===== config.mk =====
export PLATFORM = sky130hd
export DESIGN_NAME = sme_ctrl
export DESIGN_NICKNAME = d
export VERILOG_FILES = /design/src/rtl/stack_machine_executor_defines.svh /design/src/rtl/sme_pkg.sv /design/src/rtl/sme_ctrl.sv
export SDC_FILE = /design/constraint.sdc
export NUM_CORES = 1
export LEC_CHECK = 0
export BUFFER_PORTS_ARGS = -buffer_cell sky130_fd_sc_hd__clkbuf_2
export CORE_MARGIN = 2
export CORE_UTILIZATION = 40
export CTS_BUF_LIST = sky130_fd_sc_hd__clkbuf_8
export DETAILED_ROUTE_END_ITERATION = 8
export GPL_ROUTABILITY_DRIVEN = 0
export PLACE_DENSITY = 0.75
export SYNTH_ARGS = -nofsm -noshare
export SYNTH_HDL_FRONTEND = slang
export SYNTH_SLANG_ARGS = --single-unit

===== constraint.sdc =====
create_clock -name clk -period 2 [get_ports clk]
set_input_delay 0.4 -clock clk [delete_from_list [all_inputs] [get_ports clk]]
set_output_delay 0.4 -clock clk [all_outputs]
set_load 0.005 [all_outputs]

===== src/rtl/stack_machine_executor_defines.svh =====
// assertion macros for the stack machine executor
`ifndef STACK_MACHINE_EXECUTOR_DEFINES_SVH
`define STACK_MACHINE_EXECUTOR_DEFINES_SVH

`ifndef SYNTHESIS
// checked property, off while reset is asserted
`define SME_ASSERT(label, prop, msg) \
	label: assert property (@(posedge clk) disable iff (!arst_n) (prop)) else $error(msg);
// checked property, also during reset
`define SME_ASSERT_ALWAYS(label, prop, msg) \
	label: assert property (@(posedge clk) (prop)) else $error(msg);
`else
`define SME_ASSERT(label, prop, msg)
`define SME_ASSERT_ALWAYS(label, prop, msg)
`endif

`endif


===== src/rtl/sme_pkg.sv =====
`default_nettype none
package sme_pkg;
	// instruction codes
	localparam logic [2:0] CMD_LIT = 3'd0;
	localparam logic [2:0] CMD_ADD = 3'd1;
	localparam logic [2:0] CMD_SUB = 3'd2;
	localparam logic [2:0] CMD_MUL = 3'd3;
	localparam logic [2:0] CMD_DIV = 3'd4;
	localparam logic [2:0] CMD_SET = 3'd5;
	localparam logic [2:0] CMD_GET = 3'd6;
	localparam logic [2:0] CMD_SND = 3'd7;

	// status codes
	localparam logic [2:0] ST_OK       = 3'd0;
	localparam logic [2:0] ST_OVERFLOW = 3'd1;
	localparam logic [2:0] ST_UNDERFLOW = 3'd2;
	localparam logic [2:0] ST_DIVZERO  = 3'd3;
	localparam logic [2:0] ST_BADINDEX = 3'd4;
	localparam logic [2:0] ST_IGNORED  = 3'd5;

	localparam logic [31:0] ENT0_INIT = 32'd100;
	localparam logic [31:0] ENT1_INIT = 32'd80;

	typedef struct packed {
		logic [2:0]         cmd;
		logic signed [31:0] immediate;
		logic               program_start;
	} item_t;

	typedef struct packed {
		logic [2:0]         status;
		logic signed [31:0] top_value;
		logic [7:0]         depth;
		logic               sound_valid;
		logic signed [31:0] sound_id;
	} result_t;

	// controller to datapath
	typedef struct packed {
		logic       load_in;
		logic       rd_top;
		logic       rd_second;
		logic       push_imm;
		logic       write_alu;
		logic       start_div;
		logic       write_div;
		logic       set_entry;
		logic       ent_rd;
		logic       write_ent;
		logic       pop1;
		logic       snd;
		logic       set_fault;
		logic       status_we;
		logic [2:0] status;
		logic       load_out;
	} dp_cmd_t;

	// datapath to controller
	typedef struct packed {
		logic [2:0] cmd;
		logic       fault;
		logic       sp_zero;
		logic       sp_lt2;
		logic       sp_full;
		logic       b_zero;
		logic       idx_ok_a;
		logic       idx_ok_b;
		logic       div_done;
		logic       out_free;
	} dp_stat_t;

	// power-up value of an entity entry
	function automatic logic [31:0] ent_init(input logic [31:0] idx);
		logic [31:0] v;
		v = 32'd0;
		if (idx == 32'd0)
			v = ENT0_INIT;
		else if (idx == 32'd1)
			v = ENT1_INIT;
		return v;
	endfunction
endpackage
`default_nettype wire


===== src/rtl/sme_ctrl.sv =====
`default_nettype none
module sme_ctrl (
	input  wire logic              clk,
	input  wire logic              arst_n,
	input  wire logic              in_valid,
	output logic                   in_stall,
	input  wire sme_pkg::dp_stat_t stat,
	output sme_pkg::dp_cmd_t       ctl
);
	import sme_pkg::*;

	typedef enum logic [8:0] {
		S_IDLE = 9'b000000001,
		S_DEC  = 9'b000000010,
		S_RDB  = 9'b000000100,
		S_RDA  = 9'b000001000,
		S_EXEC = 9'b000010000,
		S_DIVW = 9'b000100000,
		S_GET  = 9'b001000000,
		S_RDT  = 9'b010000000,
		S_OUT  = 9'b100000000
	} state_t;

	state_t state_q, state_d;

	always_ff @(posedge clk or negedge arst_n) begin
		if (!arst_n)
			state_q <= S_IDLE;
		else
			state_q <= state_d;
	end

	always_comb begin
		ctl      = '0;
		ctl.status = ST_OK;
		state_d  = state_q;
		in_stall = (state_q != S_IDLE);
		case (state_q)
			S_IDLE: begin
				if (in_valid) begin
					ctl.load_in = 1'b1;
					state_d     = S_DEC;
				end
			end
			S_DEC: begin
				state_d = S_RDT;
				if (stat.fault) begin
					ctl.status_we = 1'b1;
					ctl.status    = ST_IGNORED;
				end else begin
					case (stat.cmd)
						CMD_LIT: begin
							if (stat.sp_full) begin
								ctl.status_we = 1'b1;
								ctl.status    = ST_OVERFLOW;
								ctl.set_fault = 1'b1;
							end else
								ctl.push_imm = 1'b1;
						end
						CMD_GET, CMD_SND: begin
							if (stat.sp_zero) begin
								ctl.status_we = 1'b1;
								ctl.status    = ST_UNDERFLOW;
								ctl.set_fault = 1'b1;
							end else
								state_d = S_RDB;
						end
						default: begin
							if (stat.sp_lt2) begin
								ctl.status_we = 1'b1;
								ctl.status    = ST_UNDERFLOW;
								ctl.set_fault = 1'b1;
							end else
								state_d = S_RDB;
						end
					endcase
				end
			end
			S_RDB: begin
				ctl.rd_top = 1'b1;
				state_d    = S_RDA;
			end
			S_RDA: begin
				ctl.rd_second = 1'b1;
				state_d       = S_EXEC;
			end
			S_EXEC: begin
				state_d = S_RDT;
				case (stat.cmd)
					CMD_ADD, CMD_SUB, CMD_MUL: ctl.write_alu = 1'b1;
					CMD_DIV: begin
						if (stat.b_zero) begin
							ctl.status_we = 1'b1;
							ctl.status    = ST_DIVZERO;
							ctl.set_fault = 1'b1;
						end else begin
							ctl.start_div = 1'b1;
							state_d       = S_DIVW;
						end
					end
					CMD_SET: begin
						ctl.set_entry = 1'b1;
						if (!stat.idx_ok_a) begin
							ctl.status_we = 1'b1;
							ctl.status    = ST_BADINDEX;
						end
					end
					CMD_GET: begin
						if (stat.idx_ok_b) begin
							ctl.ent_rd = 1'b1;
							state_d    = S_GET;
						end else begin
							ctl.pop1      = 1'b1;
							ctl.status_we = 1'b1;
							ctl.status    = ST_BADINDEX;
						end
					end
					CMD_SND: begin
						ctl.pop1 = 1'b1;
						ctl.snd  = 1'b1;
					end
					default: ;
				endcase
			end
			S_DIVW: begin
				if (stat.div_done) begin
					ctl.write_div = 1'b1;
					state_d       = S_RDT;
				end
			end
			S_GET: begin
				ctl.write_ent = 1'b1;
				state_d       = S_RDT;
			end
			S_RDT: begin
				ctl.rd_top = 1'b1;
				state_d    = S_OUT;
			end
			S_OUT: begin
				if (stat.out_free) begin
					ctl.load_out = 1'b1;
					state_d      = S_IDLE;
				end
			end
			default: state_d = S_IDLE;
		endcase
	end
endmodule
`default_nettype wire


# Yosys cells after proc, flatten, opt, wreduce, memory -nomap -nowiden
# Index checks and enable logic that the tools add are counted.
[op_classes] reduce_logical=5 n_mul=0 n_eq_ne=20 muxes=48 n_lt_le_gt_ge=0 n_addsub=0 n_div=0 n_shift=0 bitwise_logic=0
[ops] cell="$pmux 9 s9" n=1
[ops] cell="$mux 9" n=4
[ops] cell="$pmux 9 s2" n=2
[ops] cell="$mux 8" n=4
[ops] cell="$mux 1" n=23
[ops] cell="$mux 5" n=4
[ops] cell="$pmux 5 s2" n=2
[ops] cell="$eq 3x3->1 const B" n=4
[ops] cell="$mux 4" n=3
[ops] cell="$pmux 4 s3" n=1
[ops] cell="$eq 9x1->1 const B" n=1
[ops] cell="$eq 9x2->1 const B" n=1
[ops] cell="$eq 9x3->1 const B" n=1
[ops] cell="$eq 9x4->1 const B" n=1
[ops] cell="$eq 9x5->1 const B" n=1
[ops] cell="$eq 9x6->1 const B" n=1
[ops] cell="$eq 9x7->1 const B" n=1
[ops] cell="$eq 9x8->1 const B" n=1
[ops] cell="$eq 9x9->1 const B" n=1
[ops] cell="$ne 9x1->1 const B" n=1
[ops] cell="$eq 3x2->1 const B" n=2
[ops] cell="$mux 2" n=3
[ops] cell="$ne 2x2->1 const B" n=3
[ops] cell="$reduce_or 2->1" n=2
[ops] cell="other kinds (5)" n=5
[word_totals] out_inout_bits=19 mem_bits_rw=0 register_bits=9 romBits=0 wordCells=74 latchBits=0 memories=0

# Depth between registers and ports, before layout
# Gate-level depths: netlist of the first run.
[depth] depth_word=5 mapped_depth=6 depth_no_buf=4

# Worst setup path before layout of the first run
# OpenSTA, ideal clock, no wires.
[synth_timing] path_type="flip-flop to output port" start="register state_q[3]" end="output ctl[3] (netlist name)" stages_incl_launch_ff=6 path_slack_ns=-0.139 arrival_ns=1.739 n_path_buf=2 cell_sequence="dfrtp_1 > buf_6 > or4_4 > buf_6 > or4_4 > o21ai_2"
[synth_rtl] element="start: declaration" line_no="sme_ctrl.sv:24" source="state_t state_q, state_d;"
[synth_rtl] element="start signal: assignment" line_no="sme_ctrl.sv:30" source="state_q <= state_d;"
[synth_rtl] element="end: declaration" line_no="sme_ctrl.sv:8" source="output sme_pkg::dp_cmd_t ctl"

==> results of run 1 <==
## worst max-delay path: cells and delay by family (launching register included)
kind / cells / cell delay [ns]
flops: 1 / 0.40
simple gates: 2 / 1.11
buf+inv: 1 / 0.12
compound gates: 1 / 0.12
## repair_timing
action	in CTS	in global routing
setup buffers	4	2
setup endpoints to repair	18	19
gates resized for setup	12	19
pin swaps	9	12
hold buffers	0	0
## cells by family (layout without fill, tap and decap cells)
group / count (synthesis) / count (layout) / share of synthesized area
and+or+nand+nor: 63 / 63 / 0.431
DFF: 9 / 9 / 0.241
AOI/OAI and AO/OA: 27 / 27 / 0.221
buffers and inverters: 13 / 68 / 0.0759
muxes: 1 / 1 / 0.0120
xor gates and xnor gates: 2 / 2 / 0.0186
## synthesized netlist by cell type, types with 3 or more instances
cell	n	area [um2]
dfrtp_1	8	200
nand2b_1	7	43.8
or4_4	3	33.8
nand2_1	5	18.8
nor3b_1	4	30.0
a21oi_1	5	25.0
o21ai_1	4	20.0
nor2b_1	4	25.0
buf_6	3	33.8
nor3_1	5	25.0
clkbuf_1	5	18.8
inv_1	5	18.8
nor2_1	17	63.8
## metrics by stage
stage	hold WS, ns	setup WS, ns
5_1_grt	0.0302	-0.431
2_1_floorplan	0.104	-0.123
3_5_place_dp	0.281	-0.144
3_3_place_gp	0.276	-0.109
6_report	0.0214	-0.389
4_1_cts	0.0236	-0.399
## worst paths after layout
path                         endpoint  slack [ns]        from
setup / recovery               ctl[3]       -0.39  state_q[6]
hold reg to reg            state_q[4]        0.59  state_q[2]
setup reg to reg           state_q[7]           0  state_q[0]
hold / removal             state_q[8]        0.02      arst_n
min in group clk           state_q[5]        0.38     stat[1]
max in group asynchronous  state_q[0]        1.70      arst_n
## layout make-up
class                      count  area share
multi-input combinational     93       0.508
inverter                       5      0.0149
tap                           28      0.0245
clock buffer                   3      0.0289
sequential                     9       0.158
timing repair buffer          59       0.263
clock inverter                 1     0.00263
## per-layer routing
layer	routed length, um	global-route usage	vias to the layer above
met5	0	0	-
met4	30	0.0598	0
met3	167	0.0343	4
met2	1520	0.433	44
met1	1250	0.263	518
li1	-	-	538
## report_power, final
group / internal [mW] / switching, mW / total, mW / leakage, nW
Sequential: 0.214 / 0.0164 / 0.231 / 0.121
Combinational: 0.358 / 0.316 / 0.674 / 0.539
Clock: 0.134 / 0.0794 / 0.214 / 0.0269
==> impl_metrics.yaml, run 1 <==
global_routing:
  antenna_found_initial: 0
  grt_pass1_wl_um: 4640
  grt_use_total: 0.229
  grt_max_degree: 13
  grt-ovfl-total: 0
  grt_pass1_vias: 1060
worst_setup_path:
  crit_fanout: 3
  critPathRequiredTime_ns: 1.60
  crit_chain: "or4bb_4, or4_4, o21ai_2, buf_2"
  critPathCaptureType: "output pin"
  start_kind: "register"
  r2r_cells: 7
  slowest_stage: "or4bb_4"
  slowest_delay_ns: 0.57
  path_class: "register to output pin"
  critical_path_arrival_ns: 1.99
flow_run:
  drv_cap: 0
cells_and_area:
  final_util: 0.646
  instances_no_fill: 198
  final_area_um2: 1430
  largest_registers: "state_q (9)"
  nets: 186
  largest_reg_flops: 9
  syn_to_final_growth_pct: 52.1
  multi_input_area_um2: 726
  final_common_cell: "clkbuf_2"
  final_cell_mix: "clkbuf_2, buf_4, nor2_1"
  fillCellCount: 217
  diodes: 0
  top_register: "state_q"
  drive_gt1_frac: 0.535
  regArea_um2: 226
die:
  io_pins: 34
  die_y_um: 52.5
  start_util: 0.425
  dieArea_um2: 2750
  coreArea_um2: 2210
  rows: 17
  die_x_um: 52.5
detailed_routing:
  initialDrtViolationCount: 22
  vias: 1104
  drt_wl_total_um: 2960
  first_pass_iters: 4
  via_per_inst: 5.58
  drc_errors: 0
  antenna_left: 0
  wl_per_cell_um: 14.9
outcome:
  failed_checks: "setup timing"
  status: "complete, but fails checks"
logic_synthesis:
  synth_area_um2: 940
  avgSynthCellArea_um2: 8.17
  yosysWarnings: 0
  synth-main-ff-cell: "dfrtp_1"
  synth_cells: 115
  syn_nets: 130
  synthArstFlopShare: 1.00
  synth_cell_type_count: 46
  seq_area_frac_synth: 0.241
  synth_edf_count: 0
  ys_ff_latch: 9
place:
  placed_area_um2: 1250
  hpwl_um: 2220
  port_buffers: 33
  placedCellCount: 188
timing:
  worst_slack_ns: -0.389
  tns_ns: -5.31
  rsz0062_at_grt: "yes"
  fin_crit_ns: 2.39
  fmax_mhz: 419
  finalSetupViolations: 17
  tightest_slew_ns: 0.356
  slew_headroom: 0.760
  hold_violations: 0
  drv_slew: 0
  skew_ns: 0.00527
  fin_crit_sh: 1.19
pwr:
  max-vdd-ir-drop_uv: 417
  power_density_nw_per_um2: 783
  p_leak_nw: 0.687
  power_mw: 1.12
clocking:
  cts.htree.levels: 1
  cts_buffer_depth: 2
  clockRootBuffer: "clkbuf_8"
  cts.clk_slew.worst_paths_ns: 0.05
  cts_num_sinks: 9
  cts_buffers: 3
  cts_tree: "built"
  clock_latency_ns: 0.24
worst_hold_path:
  hold_path.class: "input port to async pin"
(Power assumes the default switching activity.)
==> run 2, diff against run 1 <==
--- a/config.mk
+++ b/config.mk
@@ -8,7 +8,8 @@
 export BUFFER_PORTS_ARGS = -buffer_cell sky130_fd_sc_hd__clkbuf_2
 export CORE_MARGIN = 2
 export CORE_UTILIZATION = 40
-export CTS_BUF_LIST = sky130_fd_sc_hd__clkbuf_8
+export CTS_BUF_LIST = sky130_fd_sc_hd__clkbuf_2 sky130_fd_sc_hd__clkbuf_4 sky130_fd_sc_hd__clkbuf_8
+export CTS_CLUSTER_DIAMETER = 120
 export DETAILED_ROUTE_END_ITERATION = 8
 export GPL_ROUTABILITY_DRIVEN = 0
 export PLACE_DENSITY = 0.75
==> impl_metrics.yaml, run 2 (synthesis results as in run 1) <==
detailed_routing:
  initialDrtViolationCount: 25
  drt_wl_total_um: 2930
  wl_per_cell_um: 14.7
  first_pass_iters: 6
  via_per_inst: 5.63
  antenna_left: 0
  drc_errors: 0
  vias: 1120
pwr:
  p_sw_frac: 0.374
  p_leak_nw: 0.693
  max-vdd-ir-drop_uv: 444
  p_comb_frac: 0.638
  power_density_nw_per_um2: 747
  switchingPower_mw: 0.403
  seqPwrFrac: 0.214
  clockPowerShare: 0.148
  intPower_mw: 0.674
clocking:
  cts_buffers: 3
  cts.htree.levels: 1
  clock_latency_ns: 0.27
  clockRootBuffer: "clkbuf_4"
  cts.clk_slew.worst_paths_ns: 0.06
  cts_tree: "built"
  cts_num_sinks: 9
  cts_buffer_depth: 2
die:
  dieArea_um2: 2750
  rows: 17
  start_util: 0.425
  die_y_um: 52.5
  die_x_um: 52.5
  io_pins: 34
  coreArea_um2: 2210
timing:
  finalSetupViolations: 18
  slew_headroom: 0.760
  fin_crit_ns: 2.43
  hold_violations: 0
  worst_slack_ns: -0.430
  skew_ns: 0.00583
  fin_crit_sh: 1.21
  drv_slew: 0
  fmax_mhz: 412
  rsz0062_at_grt: "yes"
  tightest_slew_ns: 0.354
worst_setup_path:
  slowest_delay_ns: 0.54
  crit_chain: "or4_4, or2_4, and4bb_1, a31o_1, clkbuf_2"
  slowest_stage: "or4_4"
  reg2reg_from: "state_q[0]"
  critPathRequiredTime_ns: 1.60
  path_class: "register to output pin"
  crit_fanout: 3
  r2r_cells: 7
  setup.worst_path.start: "state_q[4]"
  critPathCaptureType: "output pin"
  start_kind: "register"
  critical_path_arrival_ns: 2.03
place:
  placed_area_um2: 1250
  port_buffers: 33
  hpwl_um: 2220
outcome:
  failed_checks: "setup timing"
  status: "complete, but fails checks"
cells_and_area:
  nets: 187
  top_register: "state_q"
  final_util: 0.652
  diodes: 0
  final_common_cell: "clkbuf_2"
  final_area_um2: 1440
  drive_gt1_frac: 0.556
  largest_reg_flops: 9
  syn_to_final_growth_pct: 53.5
  final_cell_mix: "clkbuf_2, buf_4, nor2_1"
  largest_registers: "state_q (9)"
global_routing:
  grt_pass1_vias: 1071
  grt_use_total: 0.227
  grt_pass1_wl_um: 4640
  grt_max_degree: 13
  grt-ovfl-total: 0
  antenna_found_initial: 0
worst_hold_path:
  hold_path_depth: 2
  min_from: "stat[1]"
  hold_path.class: "input port to register"
flow_run:
  drv_cap: 0
-- run 2: worst paths after layout --
path / to / slack, ns
max: ctl[16] / -0.43
min: state_q[5] / 0.35
max reg2reg: state_q[7] / -0.01
min reg2reg: state_q[4] / 0.61
max in group asynchronous: state_q[0] / 1.20
min in group asynchronous: state_q[8] / 0.53
-- run 2: power by group through the flow --
stage               clock network [mW]  logic [mW]  registers (mW)
detailed placement                   0       0.527           0.233
global route                     0.175       0.744           0.233
finish                           0.159       0.687           0.231
floorplan                            0       0.320           0.236
global placement                     0       0.516           0.230
CTS                              0.167       0.622           0.230
-- run 2: worst max-delay path, delay by kind of cell (launching register included) --
family                 cells  cell delay, ns
flip-flops                 1            0.41
AO/OA/AOI/OAI              1            0.12
buffers and inverters      1            0.11
AND/OR/NAND/NOR            3            1.13
-- run 2: stage by stage --
step / power [mW] / TNS [ns] / hold slack (ns) / setup slack [ns] / std cells
after floorplan: 0.556 / -0.379 / 0.104 / -0.123 / 115
after global placement: 0.746 / -0.765 / 0.276 / -0.109 / 188
after detailed placement: 0.761 / -1.19 / 0.281 / -0.144 / 188
after CTS: 1.02 / -5.93 / 0.341 / -0.437 / 197
after global routing: 1.15 / -6.99 / 0.364 / -0.461 / 199
final: 1.08 / -5.81 / 0.350 / -0.430 / 199
-- run 2: final cells by class --
class | count | area (um2)
clock buffers | 4 | 30.0
fillers | 212 | 769
inverters | 5 | 18.8
multi-input cells | 93 | 747
flip-flops and latches | 9 | 226
well taps | 28 | 35.0
repair buffers | 60 | 385
-- run 2: repair_timing --
action | in CTS | in global routing
pin swaps | 8 | 11
hold buffers | 1 | 0
setup endpoints to repair | 18 | 19
hold endpoints to repair | 8 | 0
setup buffers | 4 | 2
gates resized for setup | 13 | 21
-- run 2: routing by layer --
layer | routed length [um] | vias up | global-route usage
li1 | - | 540 | -
met1 | 1210 | 525 | 0.263
met2 | 1510 | 45 | 0.433
met3 | 143 | 10 | 0.0257
met4 | 65 | 0 | 0.0598
met5 | 0 | - | 0
==> run 3, diff against run 2 <==
--- a/config.mk
+++ b/config.mk
@@ -5,7 +5,7 @@
 export SDC_FILE = /design/constraint.sdc
 export NUM_CORES = 1
 export LEC_CHECK = 0
-export BUFFER_PORTS_ARGS = -buffer_cell sky130_fd_sc_hd__clkbuf_2
+export BUFFER_PORTS_ARGS = -buffer_cell sky130_fd_sc_hd__buf_2
 export CORE_MARGIN = 2
 export CORE_UTILIZATION = 40
 export CTS_BUF_LIST = sky130_fd_sc_hd__clkbuf_2 sky130_fd_sc_hd__clkbuf_4 sky130_fd_sc_hd__clkbuf_8
==> impl_metrics.yaml, run 3 (synthesis results as in run 1) <==
timing:
  finalSetupViolations: 17
  worst_slack_ns: -0.370
  tns_ns: -4.78
  skew_ns: 0.00970
  fmax_mhz: 422
  drv_slew: 0
  rsz0062_at_grt: "yes"
  slew_headroom: 0.712
  hold_violations: 0
  fin_crit_sh: 1.19
  tightest_slew_ns: 0.425
  fin_crit_ns: 2.37
die:
  io_pins: 34
  dieArea_um2: 2750
  rows: 17
  coreArea_um2: 2210
  die_y_um: 52.5
  die_x_um: 52.5
  start_util: 0.425
cells_and_area:
  diodes: 0
  regArea_um2: 226
  drive_gt1_frac: 0.552
  fillCellCount: 191
  largest_reg_flops: 9
  final_cell_mix: "buf_2, buf_4, nor2_1"
  largest_registers: "state_q (9)"
  top_register: "state_q"
  multi_input_area_um2: 728
  final_common_cell: "buf_2"
  nets: 190
  syn_to_final_growth_pct: 53.1
clocking:
  cts_buffers: 3
  cts_buffer_depth: 2
  cts_tree: "built"
  cts.htree.levels: 1
  clockRootBuffer: "clkbuf_4"
  clock_latency_ns: 0.27
  cts.clk_slew.worst_paths_ns: 0.07
  cts_num_sinks: 9
pwr:
  p_comb_frac: 0.623
  switchingPower_mw: 0.391
  max-vdd-ir-drop_uv: 447
  p_sw_frac: 0.375
  seqPwrFrac: 0.222
  power_mw: 1.04
  p_leak_nw: 0.701
  clockPowerShare: 0.155
  power_density_nw_per_um2: 725
  intPower_mw: 0.652
outcome:
  failed_checks: "setup timing"
  status: "complete, but fails checks"
detailed_routing:
  drt_wl_total_um: 2860
  wl_per_cell_um: 14.2
  via_per_inst: 5.52
  initialDrtViolationCount: 27
  drc_errors: 0
  antenna_left: 0
  first_pass_iters: 4
  vias: 1115
global_routing:
  grt_use_total: 0.230
  antenna_found_initial: 0
  grt_pass1_wl_um: 4750
  grt_max_degree: 12
  grt_pass1_vias: 1054
  grt-ovfl-total: 0
worst_setup_path:
  reg2reg_from: "state_q[0]"
  setup.worst_path.start: "state_q[0]"
  r2r-end: "state_q[7]"
  critical_path.endpoint: "ctl[4]"
  start_kind: "register"
  crit_fanout: 3
  r2r_cells: 6
  critPathRequiredTime_ns: 1.60
  reg2reg_slack_ns: 0.09
  path_class: "register to output pin"
  critical_path_arrival_ns: 1.97
  critPathCaptureType: "output pin"
place:
  port_buffers: 33
  hpwl_um: 2080
worst_hold_path:
  hold_path_depth: 2
  hold_path.class: "input port to register"
flow_run:
  drv_cap: 0
[run 3: cell count changes in the layout (fill, tap and decap cells not counted), sizes merged]
cell,delta
buf,+27
clkbuf,-24
[run 3: power by group through the flow]
stage | combinational [mW] | clock, mW | sequential, mW
after detailed placement | 0.515 | 0 | 0.232
after global routing | 0.700 | 0.168 | 0.235
after floorplan | 0.320 | 0 | 0.236
after CTS | 0.610 | 0.165 | 0.230
final | 0.650 | 0.162 | 0.231
after global placement | 0.503 | 0 | 0.230
[run 3: worst min path at each step]
| stage | startpoint | endpoint | slack (ns) |
|---|---|---|---|
| after floorplan | arst_n | state_q[1] | 0.10 |
| after global placement | arst_n | state_q[8] | 0.26 |
| after detailed placement | arst_n | state_q[8] | 0.27 |
| after CTS | stat[1] | state_q[5] | 0.33 |
| after global routing | stat[1] | state_q[5] | 0.34 |
| final | stat[1] | state_q[5] | 0.33 |
[run 3: layer usage]
metal,share of wire,global-route usage,vias to the layer above,wire [um]
li1,-,-,547,-
met1,0.44,0.270,515,1260
met2,0.49,0.421,47,1400
met3,0.062,0.0343,6,177
met4,0.0094,0.0769,0,27
met5,0,0,-,0
[run 3: layout make-up]
cell class,count,area share
multi-input cells,93,0.506
repair buffers,63,0.278
flip-flops and latches,9,0.157
well taps,28,0.0243
clock buffers,4,0.0209
inverters,5,0.0130
[run 3: worst max-delay path, cell delays in order, from the launching register on]
cell and delay [ns]:
dfstp_2 0.37, or4_4 0.57, or4_4 0.54, o22ai_2 0.11, buf_2 0.13
[run 3: what timing repair did]
item | CTS | global route
buffers inserted | 6 | 4
hold buffers | 1 | 0
gates resized for setup | 12 | 7
endpoints found under the setup margin | 17 | 20
pin swaps | 10 | 11
hold endpoints to repair | 8 | 0
[run 3: metrics by stage]
stage	std cells	setup slack [ns]	hold slack, ns	util	area (um2)
6_report	202	-0.370	0.330	0.650	1440
5_1_grt	202	-0.441	0.343	0.650	1440
4_1_cts	198	-0.391	0.332	0.624	1380
3_5_place_dp	187	-0.131	0.271	0.563	1250
3_3_place_gp	187	-0.0981	0.263	0.563	1250
2_1_floorplan	115	-0.123	0.104	-	956
